<file path="src/rtl/core/tiny_mlp_velocity_scaler_unit_macros.svh">
// ----------------------------------------------------------------------------
// Tiny MLP velocity scaler: assertion macros
// Concurrent assertion shorthands clocked on clock, with and without reset.
// ----------------------------------------------------------------------------
`ifndef TINY_MLP_VELOCITY_SCALER_UNIT_MACROS_SVH
`define TINY_MLP_VELOCITY_SCALER_UNIT_MACROS_SVH

// checked outside reset
`define TMVS_ASSERT(lbl, prop, msg) \
   lbl: assert property (@(posedge clock) disable iff (reset) prop) else $error(msg);

// checked on every edge, reset included
`define TMVS_ASSERT_NR(lbl, prop, msg) \
   lbl: assert property (@(posedge clock) prop) else $error(msg);

`endif

</file>
<file path="src/rtl/core/tmvs_pkg.sv">
// ----------------------------------------------------------------------------
// Tiny MLP velocity scaler package
// Sizes, trained tables, sequencer codes and fixed-point helpers.
// ----------------------------------------------------------------------------
package tmvs_pkg;

   localparam int HIDDEN_UNITS = 8;
   localparam int MAX_FEATURES = 4;
   localparam int IN_FIELDS    = 4;
   localparam int HID_AW  = (HIDDEN_UNITS > 1) ? $clog2(HIDDEN_UNITS) : 1;
   localparam int FEAT_AW = (MAX_FEATURES > 1) ? $clog2(MAX_FEATURES) : 1;
   localparam int NF_W    = $clog2(MAX_FEATURES + 1);

   localparam int CSR_IDX_W = 2;
   localparam logic [CSR_IDX_W-1:0] CSR_ACTIVE_FEATURES = 2'd0;
   localparam logic [CSR_IDX_W-1:0] CSR_OUTPUT_BIAS     = 2'd1;

   localparam logic [2:0]         ACTIVE_FEATURES_RST = 3'd4;
   localparam logic signed [31:0] OUTPUT_BIAS_RST     = 32'sd6553;

   localparam logic signed [31:0] SCALE_LOW  = 32'sd32768;
   localparam logic signed [31:0] SCALE_HIGH = 32'sd78643;

   // Q1.31 unity and tanh saturation point (8.0 in Q16.16)
   localparam logic [32:0] Q31_ONE   = 33'h0_8000_0000;
   localparam logic [32:0] TANH_SAT  = 33'd524288;
   localparam logic [16:0] TANH_FULL = 17'd65536;
   // reciprocal multipliers: x/5 = (x*R5)>>34, x/3 = (x*R3)>>33
   localparam logic signed [32:0] RECIP5 = 33'sh0_CCCC_CCCD;
   localparam logic signed [32:0] RECIP3 = 33'sh0_AAAA_AAAB;

   localparam int DIV_STEPS = 17;
   localparam int DIV_CNT_W = 5;

   // tanh micro-steps
   localparam int TS_W = 4;
   localparam logic [TS_W-1:0] TS_RECIP5   = 4'd0;
   localparam logic [TS_W-1:0] TS_QUARTER  = 4'd1;
   localparam logic [TS_W-1:0] TS_HOLD     = 4'd2;
   localparam logic [TS_W-1:0] TS_RECIP3   = 4'd3;
   localparam logic [TS_W-1:0] TS_HALF     = 4'd4;
   localparam logic [TS_W-1:0] TS_EXP      = 4'd5;
   localparam logic [TS_W-1:0] TS_SQ_FIRST = 4'd6;
   localparam logic [TS_W-1:0] TS_SQ_LAST  = 4'd13;

   localparam logic signed [31:0] IN_W [MAX_FEATURES*HIDDEN_UNITS] = '{
      32'sd32768,  32'sd6554,  -32'sd9830,  32'sd13107,
      -32'sd16384, 32'sd2621,  -32'sd5243,  32'sd7864,
      32'sd26214,  -32'sd19660, 32'sd9830,  -32'sd6553,
      32'sd5243,   -32'sd10486, 32'sd13107, -32'sd16384,
      32'sd3276,   -32'sd6553,  32'sd9830,  -32'sd13107,
      32'sd16384,  -32'sd2621,  32'sd5243,  -32'sd7864,
      -32'sd13107, 32'sd6553,   -32'sd3276, 32'sd6553,
      -32'sd9830,  32'sd13107,  -32'sd16384, 32'sd19660
   };
   localparam logic signed [31:0] HID_B [HIDDEN_UNITS] = '{
      32'sd0, 32'sd3276, -32'sd3276, 32'sd655,
      -32'sd1310, 32'sd1966, -32'sd2621, 32'sd3276
   };
   localparam logic signed [31:0] OUT_W [HIDDEN_UNITS] = '{
      32'sd9830, -32'sd6553, 32'sd3276, 32'sd6553,
      -32'sd9830, 32'sd13107, -32'sd16384, 32'sd19660
   };

   typedef enum logic [3:0] {
      ST_IDLE, ST_HID_INIT, ST_HID_MUL, ST_HID_ADD, ST_TANH_CHK,
      ST_TANH_MUL, ST_TANH_UPD, ST_DIV_GO, ST_DIV_RUN, ST_HID_WR,
      ST_OUT_RD, ST_OUT_MUL, ST_OUT_ADD, ST_DONE
   } state_type;

   typedef struct packed {
      logic        start;
      logic [47:0] num;
      logic [32:0] den;
   } div_req_type;

   function automatic logic signed [31:0] in_weight(
      input logic [FEAT_AW-1:0] f, input logic [HID_AW-1:0] h);
      return IN_W[int'(f) * HIDDEN_UNITS + int'(h)];
   endfunction

   // floor(p / 2^16), saturated to 32 bits
   function automatic logic signed [31:0] q16_from_prod(input logic signed [65:0] p);
      logic [18:0] hi;
      hi = p[65:47];
      if (hi == '0 || hi == '1) return p[47:16];
      else if (p[65]) return 32'sh8000_0000;
      else return 32'sh7FFF_FFFF;
   endfunction

   function automatic logic signed [31:0] sat_add(
      input logic signed [31:0] a, input logic signed [31:0] b);
      logic signed [32:0] s;
      s = {a[31], a} + {b[31], b};
      if (s[32] != s[31]) return s[32] ? 32'sh8000_0000 : 32'sh7FFF_FFFF;
      else return s[31:0];
   endfunction

endpackage

</file>
<file path="src/rtl/core/tiny_mlp_velocity_scaler_unit.sv">
// ----------------------------------------------------------------------------
// Tiny MLP velocity scaler
// Four Q16.16 features through eight tanh hidden units to a clamped scale.
// ----------------------------------------------------------------------------
// channel  | handshake          | payload
// req      | req_valid/stall    | four signed Q16.16 features
// rsp      | rsp_valid/stall    | velocity_scale, 17-bit unsigned Q1.16
// csr      | csr_valid/ready    | csr_index, csr_wdata
//
// One item at a time through one shared multiplier and one divider.
// Per hidden unit the features are multiplied and summed, then tanh (skipped when |x| >= 8).
// The output layer then sums each hidden unit's weighted value onto the output bias.
// Reset restores the state, rsp_valid and the CSRs; the weight tables are constant.
// The next item is taken while a result waits under rsp_stall.
// ----------------------------------------------------------------------------
`include "tiny_mlp_velocity_scaler_unit_macros.svh"

module tiny_mlp_velocity_scaler_unit (
   input  logic                              clock,
   input  logic                              reset,
   input  logic                              req_valid,
   output logic                              req_stall,
   input  logic signed [31:0]                req_feature_curvature,
   input  logic signed [31:0]                req_feature_arc_length,
   input  logic signed [31:0]                req_feature_target_velocity,
   input  logic signed [31:0]                req_feature_target_accel,
   output logic                              rsp_valid,
   input  logic                              rsp_stall,
   output logic [16:0]                       rsp_velocity_scale,
   input  logic                              csr_valid,
   output logic                              csr_ready,
   input  logic [tmvs_pkg::CSR_IDX_W-1:0]    csr_index,
   input  logic [31:0]                       csr_wdata
);
   import tmvs_pkg::*;

   state_type state_ff, state_in;

   logic [2:0]         active_ff;
   logic signed [31:0] obias_ff;

   logic signed [31:0] feat_ff [IN_FIELDS];
   logic               feat_ld;
   logic [NF_W-1:0]    nf_ff, nf_in;
   logic [FEAT_AW-1:0] f_ff, f_in;
   logic [HID_AW-1:0]  h_ff, h_in;
   logic signed [31:0] acc_ff, acc_in;
   logic [32:0]        w_ff, w_in;
   logic [26:0]        u_ff, u_in;
   logic               neg_ff, neg_in;
   logic [16:0]        r_ff, r_in;
   logic [TS_W-1:0]    ts_ff, ts_in;
   logic               rsp_valid_ff, rsp_valid_in;
   logic [16:0]        scale_ff, scale_in;

   logic signed [32:0] op_a, op_b;
   logic signed [65:0] prod;
   logic [32:0]        q31, q33, q34;
   logic [32:0]        mag;
   logic signed [31:0] hid_val;
   logic               ram_we;
   logic [31:0]        ram_rdata;
   div_req_type        div_req;
   logic               div_done;
   logic [16:0]        div_quo;
   logic [32:0]        one_minus_e;
   logic               h_last;
   logic               rsp_free;

   tmvs_mul u_mul (
      .clock (clock),
      .op_a  (op_a),
      .op_b  (op_b),
      .prod  (prod)
   );

   tmvs_div u_div (
      .clock (clock),
      .reset (reset),
      .req   (div_req),
      .done  (div_done),
      .quo   (div_quo)
   );

   tmvs_ram #(.WIDTH(32), .DEPTH(HIDDEN_UNITS)) u_hid_ram (
      .clock   (clock),
      .wr_en   (ram_we),
      .wr_addr (h_ff),
      .wr_data (hid_val),
      .rd_addr (h_ff),
      .rd_data (ram_rdata)
   );

   assign csr_ready = 1'b1;
   assign req_stall = (state_ff != ST_IDLE);
   assign rsp_valid = rsp_valid_ff;
   assign rsp_velocity_scale = scale_ff;

   assign q31 = prod[63:31];
   assign q33 = prod[65:33];
   assign q34 = {1'b0, prod[65:34]};
   assign mag = acc_ff[31] ? 33'(33'sd0 - {acc_ff[31], acc_ff}) : {1'b0, acc_ff};
   assign hid_val = neg_ff ? 32'(32'sd0 - {15'd0, r_ff}) : {15'd0, r_ff};
   assign h_last = (h_ff == HID_AW'(HIDDEN_UNITS - 1));
   assign rsp_free = !rsp_valid_ff || !rsp_stall;
   assign one_minus_e = Q31_ONE - w_ff;

   always_comb begin
      div_req.start = (state_ff == ST_DIV_GO);
      div_req.den   = Q31_ONE + w_ff;
      div_req.num   = {one_minus_e[31:0], 16'd0} + {16'd0, div_req.den[32:1]};
   end

   // multiplier operand select
   always_comb begin
      op_a = '0;
      op_b = '0;
      unique case (state_ff)
         ST_HID_MUL: begin
            op_a = {feat_ff[f_ff][31], feat_ff[f_ff]};
            op_b = 33'(in_weight(f_ff, h_ff));
         end
         ST_TANH_MUL: begin
            if (ts_ff == TS_RECIP3 || ts_ff >= TS_SQ_FIRST) op_a = w_ff;
            else op_a = {6'd0, u_ff};
            if (ts_ff == TS_RECIP5) op_b = RECIP5;
            else if (ts_ff == TS_RECIP3) op_b = RECIP3;
            else op_b = w_ff;
         end
         ST_OUT_MUL: begin
            op_a = {ram_rdata[31], ram_rdata};
            op_b = 33'(OUT_W[h_ff]);
         end
         default: begin
            op_a = '0;
            op_b = '0;
         end
      endcase
   end

   always_comb begin
      state_in     = state_ff;
      nf_in        = nf_ff;
      f_in         = f_ff;
      h_in         = h_ff;
      acc_in       = acc_ff;
      w_in         = w_ff;
      u_in         = u_ff;
      neg_in       = neg_ff;
      r_in         = r_ff;
      ts_in        = ts_ff;
      scale_in     = scale_ff;
      feat_ld      = 1'b0;
      ram_we       = 1'b0;
      rsp_valid_in = rsp_valid_ff && rsp_stall;
      unique case (state_ff)
         ST_IDLE: begin
            if (req_valid) begin
               feat_ld  = 1'b1;
               nf_in    = (active_ff > 3'(MAX_FEATURES)) ? NF_W'(MAX_FEATURES)
                                                         : NF_W'(active_ff);
               h_in     = '0;
               state_in = ST_HID_INIT;
            end
         end
         ST_HID_INIT: begin
            acc_in   = HID_B[h_ff];
            f_in     = '0;
            state_in = (nf_ff == '0) ? ST_TANH_CHK : ST_HID_MUL;
         end
         ST_HID_MUL: state_in = ST_HID_ADD;
         ST_HID_ADD: begin
            acc_in = sat_add(acc_ff, q16_from_prod(prod));
            if (NF_W'(f_ff) == NF_W'(nf_ff - 1'b1)) begin
               state_in = ST_TANH_CHK;
            end else begin
               f_in     = f_ff + 1'b1;
               state_in = ST_HID_MUL;
            end
         end
         ST_TANH_CHK: begin
            neg_in = acc_ff[31];
            u_in   = {mag[18:0], 8'd0};
            ts_in  = TS_RECIP5;
            if (mag >= TANH_SAT) begin
               r_in     = TANH_FULL;
               state_in = ST_HID_WR;
            end else begin
               state_in = ST_TANH_MUL;
            end
         end
         ST_TANH_MUL: state_in = ST_TANH_UPD;
         ST_TANH_UPD: begin
            priority if (ts_ff == TS_RECIP5) w_in = Q31_ONE - q34;
            else if (ts_ff == TS_QUARTER)    w_in = Q31_ONE - (q31 >> 2);
            else if (ts_ff == TS_HOLD)       w_in = q31;
            else if (ts_ff == TS_RECIP3)     w_in = Q31_ONE - q33;
            else if (ts_ff == TS_HALF)       w_in = Q31_ONE - (q31 >> 1);
            else if (ts_ff == TS_EXP)        w_in = Q31_ONE - q31;
            else                             w_in = q31;
            if (ts_ff == TS_SQ_LAST) begin
               state_in = ST_DIV_GO;
            end else begin
               ts_in    = ts_ff + 1'b1;
               state_in = ST_TANH_MUL;
            end
         end
         ST_DIV_GO: state_in = ST_DIV_RUN;
         ST_DIV_RUN: begin
            if (div_done) begin
               r_in     = div_quo;
               state_in = ST_HID_WR;
            end
         end
         ST_HID_WR: begin
            ram_we = 1'b1;
            if (h_last) begin
               h_in     = '0;
               acc_in   = obias_ff;
               state_in = ST_OUT_RD;
            end else begin
               h_in     = h_ff + 1'b1;
               state_in = ST_HID_INIT;
            end
         end
         ST_OUT_RD:  state_in = ST_OUT_MUL;
         ST_OUT_MUL: state_in = ST_OUT_ADD;
         ST_OUT_ADD: begin
            acc_in = sat_add(acc_ff, q16_from_prod(prod));
            if (h_last) begin
               state_in = ST_DONE;
            end else begin
               h_in     = h_ff + 1'b1;
               state_in = ST_OUT_RD;
            end
         end
         ST_DONE: begin
            if (rsp_free) begin
               priority if (acc_ff < SCALE_LOW) scale_in = SCALE_LOW[16:0];
               else if (acc_ff > SCALE_HIGH)    scale_in = SCALE_HIGH[16:0];
               else                             scale_in = acc_ff[16:0];
               rsp_valid_in = 1'b1;
               state_in     = ST_IDLE;
            end
         end
         default: state_in = ST_IDLE;
      endcase
   end

   always_ff @(posedge clock) begin
      if (reset) begin
         state_ff     <= ST_IDLE;
         rsp_valid_ff <= 1'b0;
         active_ff    <= ACTIVE_FEATURES_RST;
         obias_ff     <= OUTPUT_BIAS_RST;
      end else begin
         state_ff     <= state_in;
         rsp_valid_ff <= rsp_valid_in;
         if (csr_valid && csr_index == CSR_ACTIVE_FEATURES) begin
            active_ff <= csr_wdata[2:0];
         end
         if (csr_valid && csr_index == CSR_OUTPUT_BIAS) begin
            obias_ff <= csr_wdata;
         end
      end
      nf_ff    <= nf_in;
      f_ff     <= f_in;
      h_ff     <= h_in;
      acc_ff   <= acc_in;
      w_ff     <= w_in;
      u_ff     <= u_in;
      neg_ff   <= neg_in;
      r_ff     <= r_in;
      ts_ff    <= ts_in;
      scale_ff <= scale_in;
      if (feat_ld) begin
         feat_ff[0] <= req_feature_curvature;
         feat_ff[1] <= req_feature_arc_length;
         feat_ff[2] <= req_feature_target_velocity;
         feat_ff[3] <= req_feature_target_accel;
      end
   end

   `TMVS_ASSERT(a_scale_range, rsp_valid |-> (rsp_velocity_scale >= 17'd32768 && rsp_velocity_scale <= 17'd78643), "velocity scale out of clamp range")
   `TMVS_ASSERT(a_div_done_state, div_done |-> state_ff == ST_DIV_RUN, "divider finished outside its wait state")
   `TMVS_ASSERT(a_done_loads, (state_ff == ST_DONE && !rsp_valid_ff) |=> rsp_valid_ff, "finished item not presented")
   `TMVS_ASSERT_NR(a_reset_idle, reset |=> (state_ff == ST_IDLE && !rsp_valid_ff), "reset did not return to idle")
endmodule

</file>
<file path="src/rtl/core/tmvs_ram.sv">
// ----------------------------------------------------------------------------
// Generic RAM
// Single write port, single read port, read data registered.
// ----------------------------------------------------------------------------
module tmvs_ram #(
   parameter int WIDTH = 32,
   parameter int DEPTH = 8
) (
   input  logic                             clock,
   input  logic                             wr_en,
   input  logic [$clog2(DEPTH > 1 ? DEPTH : 2)-1:0] wr_addr,
   input  logic [WIDTH-1:0]                 wr_data,
   input  logic [$clog2(DEPTH > 1 ? DEPTH : 2)-1:0] rd_addr,
   output logic [WIDTH-1:0]                 rd_data
);
   logic [WIDTH-1:0] mem [DEPTH];
   logic [WIDTH-1:0] rd_data_ff;

   always_ff @(posedge clock) begin
      if (wr_en) begin
         mem[wr_addr] <= wr_data;
      end
      rd_data_ff <= mem[rd_addr];
   end

   assign rd_data = rd_data_ff;
endmodule

</file>
<file path="src/rtl/core/tmvs_mul.sv">
// ----------------------------------------------------------------------------
// Shared multiplier
// Signed 33x33 product, registered; the result appears in the cycle after the operands.
// ----------------------------------------------------------------------------
module tmvs_mul (
   input  logic               clock,
   input  logic signed [32:0] op_a,
   input  logic signed [32:0] op_b,
   output logic signed [65:0] prod
);
   logic signed [65:0] prod_ff;
   logic signed [65:0] prod_in;

   assign prod_in = op_a * op_b;

   always_ff @(posedge clock) begin
      prod_ff <= prod_in;
   end

   assign prod = prod_ff;
endmodule

</file>
<file path="src/rtl/core/tmvs_div.sv">
// ----------------------------------------------------------------------------
// Restoring divider
// One quotient bit per cycle; the quotient is known to fit in 17 bits.
// ----------------------------------------------------------------------------
module tmvs_div (
   input  logic                      clock,
   input  logic                      reset,
   input  tmvs_pkg::div_req_type     req,
   output logic                      done,
   output logic [16:0]               quo
);
   import tmvs_pkg::*;

   logic [32:0]          rem_ff, rem_in;
   logic [16:0]          sh_ff, sh_in;
   logic [32:0]          den_ff, den_in;
   logic [DIV_CNT_W-1:0] cnt_ff, cnt_in;
   logic                 busy_ff, busy_in;
   logic                 done_ff, done_in;
   logic [33:0]          trial;
   logic                 fits;

   assign trial = {rem_ff, sh_ff[16]};
   assign fits  = trial >= {1'b0, den_ff};

   always_comb begin
      rem_in  = rem_ff;
      sh_in   = sh_ff;
      den_in  = den_ff;
      cnt_in  = cnt_ff;
      busy_in = busy_ff;
      done_in = 1'b0;
      if (req.start) begin
         rem_in  = {2'b00, req.num[47:17]};
         sh_in   = req.num[16:0];
         den_in  = req.den;
         cnt_in  = DIV_CNT_W'(DIV_STEPS);
         busy_in = 1'b1;
      end else if (busy_ff) begin
         // shift quotient bits in behind the numerator bits
         rem_in = fits ? 33'(trial - {1'b0, den_ff}) : trial[32:0];
         sh_in  = {sh_ff[15:0], fits};
         cnt_in = cnt_ff - 1'b1;
         if (cnt_ff == DIV_CNT_W'(1)) begin
            busy_in = 1'b0;
            done_in = 1'b1;
         end
      end
   end

   always_ff @(posedge clock) begin
      if (reset) begin
         busy_ff <= 1'b0;
         done_ff <= 1'b0;
         cnt_ff  <= '0;
      end else begin
         busy_ff <= busy_in;
         done_ff <= done_in;
         cnt_ff  <= cnt_in;
      end
      rem_ff <= rem_in;
      sh_ff  <= sh_in;
      den_ff <= den_in;
   end

   assign done = done_ff;
   assign quo  = sh_ff;
endmodule
</file>
<file path="config.mk">
export PLATFORM = sky130hd
export DESIGN_NAME = tiny_mlp_velocity_scaler_unit
export DESIGN_NICKNAME = d
export VERILOG_FILES = /design/src/rtl/core/tmvs_pkg.sv /design/src/rtl/core/tiny_mlp_velocity_scaler_unit.sv /design/src/rtl/core/tmvs_ram.sv /design/src/rtl/core/tmvs_mul.sv /design/src/rtl/core/tmvs_div.sv
export VERILOG_INCLUDE_DIRS = /design/src /design/src/rtl/core
export SDC_FILE = /design/constraint.sdc
export NUM_CORES = 2
export LEC_CHECK = 0
export BUFFER_PORTS_ARGS = -buffer_cell sky130_fd_sc_hd__buf_4
export CORE_ASPECT_RATIO = 1.2
export CORE_MARGIN = 2
export CORE_UTILIZATION = 43
export CTS_CLUSTER_SIZE = 20
export DETAILED_ROUTE_END_ITERATION = 12
export PLACE_DENSITY = 0.7
export SLEW_MARGIN = 40
export SYNTH_ARGS = -nofsm -noshare
export SYNTH_HDL_FRONTEND = slang
export SYNTH_SLANG_ARGS = --single-unit
</file>
<file path="constraint.sdc">
create_clock -name clock -period 13.7 [get_ports clock]
set_input_delay 0.685 -clock clock [delete_from_list [all_inputs] [get_ports clock]]
set_output_delay 0.685 -clock clock [all_outputs]
set_load 0.1 [all_outputs]
</file>
Word level (Yosys, flattened, before mapping):

Memories as Yosys holds them, arrays and structs flattened. A register that Yosys moved wholly into a read port is not among the register bits.
Index checks and enable logic that the tools add are counted.

* input port bits: 167
* memory bits (writable): 384
* memory bits (read-only): 1536
* memories: 5
* word-level logic and storage cells: 197
* output and inout port bits: 20
* flip-flop bits (word level): 327

Memories
* (no name shown): depth 32, bits a word 32, read ports 1, clocked after Yosys merged registers in 0, wr ports 0, RTL line tmvs_pkg.sv:79 `return IN_W[int'(f) * HIDDEN_UNITS + int'(h)];`
* (no name shown): depth 8, bits a word 32, read ports 1, clocked after Yosys merged registers in 0, wr ports 0, RTL line tiny_mlp_velocity_scaler_unit.sv:167 `acc_in = HID_B[h_ff];`
* (no name shown): depth 8, bits a word 32, read ports 1, clocked after Yosys merged registers in 0, wr ports 0, RTL line tiny_mlp_velocity_scaler_unit.sv:132 `op_b = 33'(OUT_W[h_ff]);`
* u_hid_ram.mem: depth 8, bits a word 32, read ports 1, clocked after Yosys merged registers in 1, wr ports 1, RTL line tmvs_ram.sv:16 `logic [WIDTH-1:0] mem [DEPTH];`
* feat_ff: depth 4, bits a word 32, read ports 1, clocked after Yosys merged registers in 1, wr ports 4, RTL line tiny_mlp_velocity_scaler_unit.sv:42 `logic signed [31:0] feat_ff [IN_FIELDS];`

* bitwise gates (word level): 3
* $mul: 1
* magnitude comparators: 8
* add/subtract/negate cells: 19
* mux-type cells: 72
* reduce and logical (&&, ||, !) cells: 31
* equality and inequality tests: 34

Operators by type and width (number)
* two-way mux 32 bit: 16
* two-way mux 33 bit: 11
* case mux 33 bit (3 select lines): 2
* case mux 32 bit (4 select lines): 1
* two-way mux 17 bit: 5
* adder 32 x 32 -> 33 bit: 2
* multiplier 33 x 33 -> 66 bit: 1
* subtractor 32 x 32 -> 33 bit, first input constant: 2
* subtractor 32 x 33 -> 33 bit, first input constant: 2
* two-way mux 31 bit: 2
* case mux 4 bit (14 select lines): 1
* adder 48 x 32 -> 48 bit: 1
* >= comparator 34 x 33 -> 1 bit: 1
* case mux 17 bit (2 select lines): 1
* adder 32 x 33 -> 33 bit, first input constant: 1
* >= comparator 33 x 20 -> 1 bit, second input constant: 1
* subtractor 1 x 32 -> 33 bit, first input constant: 1
* subtractor 32 x 31 -> 33 bit, first input constant: 1
* subtractor 33 bit: 1
* >= comparator 32 x 6 -> 1 bit, second input constant: 1
* > comparator 32 x 18 -> 1 bit, second input constant: 1
* less-than comparator 32 x 17 -> 1 bit, second input constant: 1
* inverter 6 -> 32 bit: 1
* subtractor 32 bit, first input constant: 1
* 46 further kinds: 110

Logic depth before layout (Yosys ltp):

* depth in word-level cells: 8
* gate-level depth with buffers: 41
* depth with buffers taken out: 36

Hierarchy:

Synthesis repeated with hierarchy kept, for this count alone.

* cell total of the unflattened synthesis: 7561
* area, all modules: 77850.9 um^2

By module, submodules not included
* tmvs_mul: seq. area each 1321.3 um^2, area an instance 40101.0 um^2, cells each 4255, times used 1
* tiny_mlp_velocity_scaler_unit: seq. area each 8618.3 um^2, area an instance 21461.8 um^2, cells each 2347, times used 1
* tmvs_ram: seq. area each 8328.0 um^2, area an instance 10466.3 um^2, cells each 415, times used 1
* tmvs_div: seq. area each 2612.5 um^2, area an instance 5821.8 um^2, cells each 544, times used 1

Worst setup path after synthesis:

Ideal clock, no wire load.

* path type: register -> register
* start: register h_ff[0]
* end: register u_mul.prod_ff[65] (netlist: u_mul.prod[65])
* required time: 13628 ps
* cell stages (with the launch flop): 36
* path slack: 3586 ps
* setup time: 72 ps
* clock period less this slack: 10114 ps
* buffers on the path: 5
* arrival time: 10042 ps
* path through: edfxtp_1 > clkbuf_1 > inv_1 > ha_1 > clkbuf_1 > mux4_2 > a22oi_1 > nand2_1 > clkbuf_1 > clkbuf_1 > nand2_1 > fa_1 > fa_1 > inv_1 > fa_1 > inv_1 > fa_1 > inv_1 > fa_1 > fa_1 > fa_1 > inv_1 > fa_1 > inv_1 > ha_1 > clkbuf_1 > a21o_1 > a21o_1 > a21oi_1 > nor2_1 > a21oi_1 > nand2_1 > a221oi_1 > o31ai_1 > a21oi_1 > xnor2_1

* cells in the longest elaborated chain, start to end: 7
* elaborated cells on any way between the ends: 11
* those cells by class: add/sub: 1; mul: 1; mux: 5; bitwise: 2; memory: 2

Ends and longest elaborated chain
* start, declared: RTL line tiny_mlp_velocity_scaler_unit.sv:46 `logic [HID_AW-1:0] h_ff, h_in;`
* start signal, assigned: RTL line tiny_mlp_velocity_scaler_unit.sv:268 `h_ff <= h_in;`
* adder 5 x 3 -> 6 bit: RTL line tmvs_pkg.sv:79
* inverter 6 -> 32 bit (implied by the code): RTL line tmvs_pkg.sv:79
* memory read (32 x 32 bit)
* two-way mux 32 bit (implied by the code) (2 in series): RTL line tmvs_pkg.sv:79
* case mux 33 bit (3 select lines) *: RTL line tiny_mlp_velocity_scaler_unit.sv:118 `unique case (state_ff)`
* multiplier 33 x 33 -> 66 bit *: RTL line tmvs_mul.sv:14 `assign prod_in = op_a * op_b;`
* named net u_mul.prod_in[65]: RTL line tmvs_mul.sv:12 `logic signed [65:0] prod_in;`
* end signal, assigned: RTL line tmvs_mul.sv:17 `prod_ff <= prod_in;`
* end, declared: RTL line tmvs_mul.sv:11 `logic signed [65:0] prod_ff;`

Mark *: on every way through the listed nets, which the timed path passes. The rest lies on a longest branch. The select of a mux whose other input is x is not followed.
A chain may end at the register's enable or synchronous reset.

Final worst setup path:

* start: register state_ff[3]
* end: register u_mul.prod_ff[65] (netlist: u_mul.prod[65])

* cells in the longest elaborated chain, start to end: 3
* elaborated cells on any way between the ends: 6
* those cells by class: mul: 1; eq/ne: 3; mux: 2

Ends and longest elaborated chain
* start, declared: RTL line tiny_mlp_velocity_scaler_unit.sv:37 `state_type state_ff, state_in;`
* start signal, assigned: RTL line tiny_mlp_velocity_scaler_unit.sv:257 `state_ff <= state_in;`
* equality test 4 bit, or another cell as far along: RTL line tiny_mlp_velocity_scaler_unit.sv:118
* case mux 33 bit (3 select lines): RTL line tiny_mlp_velocity_scaler_unit.sv:118
* multiplier 33 x 33 -> 66 bit *: RTL line tmvs_mul.sv:14
* named net u_mul.prod_in[65]: RTL line tmvs_mul.sv:12

Mark *: on every way through the listed nets, which the timed path passes. The rest lies on a longest branch.

==> flow_summary_export.csv <==
group,metric,value,unit
floorplanning,ios,187,
route,via_per_inst,5.86,
global_route,grt_pass1_vias,58600,
clocking,cts_buffers,61,
yosys,synth_seq_area_share,23.8,%
run,cap_violations,0,
placed_design,dp_hpwl,198000,µm
finish,fin_area,77500,µm²
global_route,antenna_found_initial,5,
worst_setup_path,r2r_slack,2070,ps
route,drt_iter0_markers,5763,
worst_setup_path,crit_buf_inv,5,
yosys,synth_top_cells_by_count,"inv_1 (1,188), fa_1 (1,147), nand2_1 (1,029)",
route,ant_nets,0,
worst_setup_path,crit_start,"state_ff[3]",
yosys,async_reset_ff_share,0,%
yosys,synth_edf_count,484,
route,post_drt_wl_per_cell,26.7,µm
timing,tns,0,ps
floorplanning,die_h,450,µm
worst_setup_path,reg2reg_from,"state_ff[3]",
clocking,h-tree-depth,2,
worst_setup_path,crit_path_end,"u_mul.prod[65]",
clocking,cts-root-buf,"clkbuf_16",
placed_design,place_congestion,1.01,
worst_setup_path,cp-start-kind,"flip-flop",
clocking,worstSkewPairLatency,690,ps
timing,hold_violations,0,
worst_setup_path,required,14210,ps
timing,finalClockSkew,69.7,ps
worst_setup_path,crit_family,"adder cells",
yosys,synth.area.top_cells,"fa_1 (32%), edfxtp_1 (20%), inv_1 (6.3%)",
timing,setup_viol,0,
power,ir_worst_vdd,0.110,mV
route,vias,56300,
floorplanning,fp.dieArea,169000,µm²
yosys,ys_ff_latch,603,
yosys,ys.flop_type,"edfxtp_1",
clocking,post_cts_buffers,0,
yosys,synth_area_per_cell,9.60,µm²
yosys,synthCells,7412,
clocking,cts_sinks,603,
placed_design,dpl_cell_area,75500,µm²
yosys,synth_top_area_share,32.3,%
finish,drive_gt1_share,8.78,%
placed_design,io_buffers,185,
worst_setup_path,critPathCaptureType,"flip-flop",
worst_setup_path,slowest_delay,840,ps
route,drc,0,
global_route,grt_max_degree,71,
clocking,clk_pin_slew,60,ps
timing,maxSlewViolCount,0,
route,first_pass_iters,6,
yosys,ys_warn_count,0,
floorplanning,start_util,43.3,%
yosys,synth.distinct_cells,95,
route,wl,257000,µm
timing,slew_headroom,35.4,%
worst_setup_path,r2r_cells,28,
clocking,clockBufferDepth,3,
clocking,cts_resized,0,
floorplanning,placementRows,163,
timing,period_share,84.9,%
worst_setup_path,crit_type,"flip-flop to flip-flop",
timing,worstMarginPinSlew,966,ps
global_route,grt_pass1_wl,384000,µm
worst_hold_path,hold_path_class,"input port to flip-flop",
worst_setup_path,worstPathMaxFanout,25,
worst_setup_path,r2r_end,"u_mul.prod[65]",
timing,fin_crit,11630,ps
finish,areaGrowthSynthToFinish,8.90,%
outcome,status,"finished clean",
clocking,cts_tree,"done",
yosys,synth.most_common_cell,"inv_1",
yosys,yosysTopAreaCell,"fa_1",
yosys,syn_area,71200,µm²
worst_setup_path,arrival,12130,ps
timing,grt_setup_unrepaired,"false",
finish,fillCellCount,15500,
floorplanning,die_w,375,µm
worst_setup_path,crit_top_cell,"fa_1",
worst_setup_path,cp_num_cells,28,
floorplanning,core,164000,µm²
global_route,grt_util_all_layers,30.7,%
finish,layout.nets,9047,
clocking,hold_buffers,0,
timing,max_freq,86.0,MHz
yosys,synthesis.nets,9045,
power,p_per_area,96.5,nW/µm²
worst_setup_path,slowest_stage,"dfxtp_1",
power,leakagePower,0.0348,µW
global_route,overflow,0,
## sequential cells by signal, summed over array words and instances (netlist names), 5 cells and up, named ones only
| name | count |
|---|---|
| u_mul.prod | 50 |
| rsp_velocity_scale | 17 |
| feat_ff | 128 |
| u_hid_ram.mem | 144 |
| u_ff | 19 |
| r_ff | 17 |
| w_ff | 33 |
| obias_ff | 32 |
| u_div.rem_ff | 33 |
| acc_ff | 32 |
| u_div.den_ff | 33 |
| u_div.quo | 17 |
| u_hid_ram.rd_data | 18 |
| u_div.cnt_ff | 5 |
## routing by layer
layer | wire length, µm | track usage, % | share of wire [%] | vias to the layer above
met5 | 29 | 0 | 0.011 | -
met4 | 19000 | 18.2 | 7.4 | 4
met3 | 26700 | 7.62 | 10 | 747
met2 | 116000 | 47.9 | 45 | 3099
met1 | 95500 | 38.6 | 37 | 28500
li1 | - | - | - | 23900
## final cells by class
class | count | area [µm²] | area share [%]
sequential | 603 | 16900 | 21.8
tap | 2145 | 2680 | 3.46
inverter | 1191 | 4470 | 5.77
multi-input combinational | 5203 | 48800 | 62.9
clock inverter | 24 | 244 | 0.315
clock buffer | 88 | 1690 | 2.18
antenna | 4 | 10.0 | 0.0129
timing repair buffer | 354 | 2720 | 3.50
## placed cells by master, fill, tap and decap left out, types with 22 or more instances in the layout
cell type,n
fa_1,1146
nand3_1,58
clkbuf_16,62
mux4_2,52
o21a_1,34
nor4_1,30
mux2_2,23
o21ai_1,31
o211ai_1,56
nand4_1,39
or3_1,28
xor2_1,113
and2_1,58
nand2b_1,28
buf_4,347
nand2_1,1024
nor2b_1,29
and3_1,40
o21ai_0,140
edfxtp_1,484
a21oi_1,303
a31oi_1,27
ha_1,319
a21o_1,125
nor2_1,731
a211oi_1,38
inv_1,1186
o21bai_1,25
clkbuf_1,22
xnor2_1,192
dfxtp_1,115
mux2i_1,45
nor3_1,69
## cell families (layout without fill, tap and decap cells)
family,after synthesis,in the layout,share of synthesized area [%]
AOI/OAI and AO/OA,1053,1053,9.77
muxes,125,125,2.71
buffers and inverters,1606,1657,8.49
DFF,603,603,23.8
other,1,5,0.00527
adders and majority gates,1467,1467,37.9
and+or+nand+nor,2252,2252,13.6
xor gates and xnor gates,305,305,3.75
## through the flow
step	worst slack, ps	cells	hold WS [ps]	power, µW	util [%]
3_3_place_gp	2390	9490	446	5710	45.8
4_1_cts	2140	9607	137	7410	47.1
5_1_grt	1660	9608	141	7830	47.1
2_1_floorplan	3590	7412	424	4480	-
3_5_place_dp	2260	9495	448	5740	45.9
6_report	2070	9612	165	7480	47.1
## power breakdown
part / internal [µW] / switching (µW) / leakage, µW
registers: 2140 / 234 / 0.00544
clock network: 884 / 755 / 0.000940
logic: 1190 / 2270 / 0.0284
total: 4220 / 3260 / 0.0348
## worst min-delay path by stage
stage          cells past startpoint                         start          endpoint  slack (ps)
2_1_floorplan                      0                      w_ff[10]  u_div.den_ff[10]         420
3_3_place_gp                       2                  obias_ff[29]      obias_ff[29]         450
3_5_place_dp                       2                   obias_ff[2]       obias_ff[2]         450
4_1_cts                            1    req_feature_arc_length[24]    feat_ff[1][24]         140
5_1_grt                            1  req_feature_target_accel[14]    feat_ff[3][14]         140
6_report                           1  req_feature_target_accel[20]    feat_ff[3][20]         160
(Power assumes the default switching activity.)
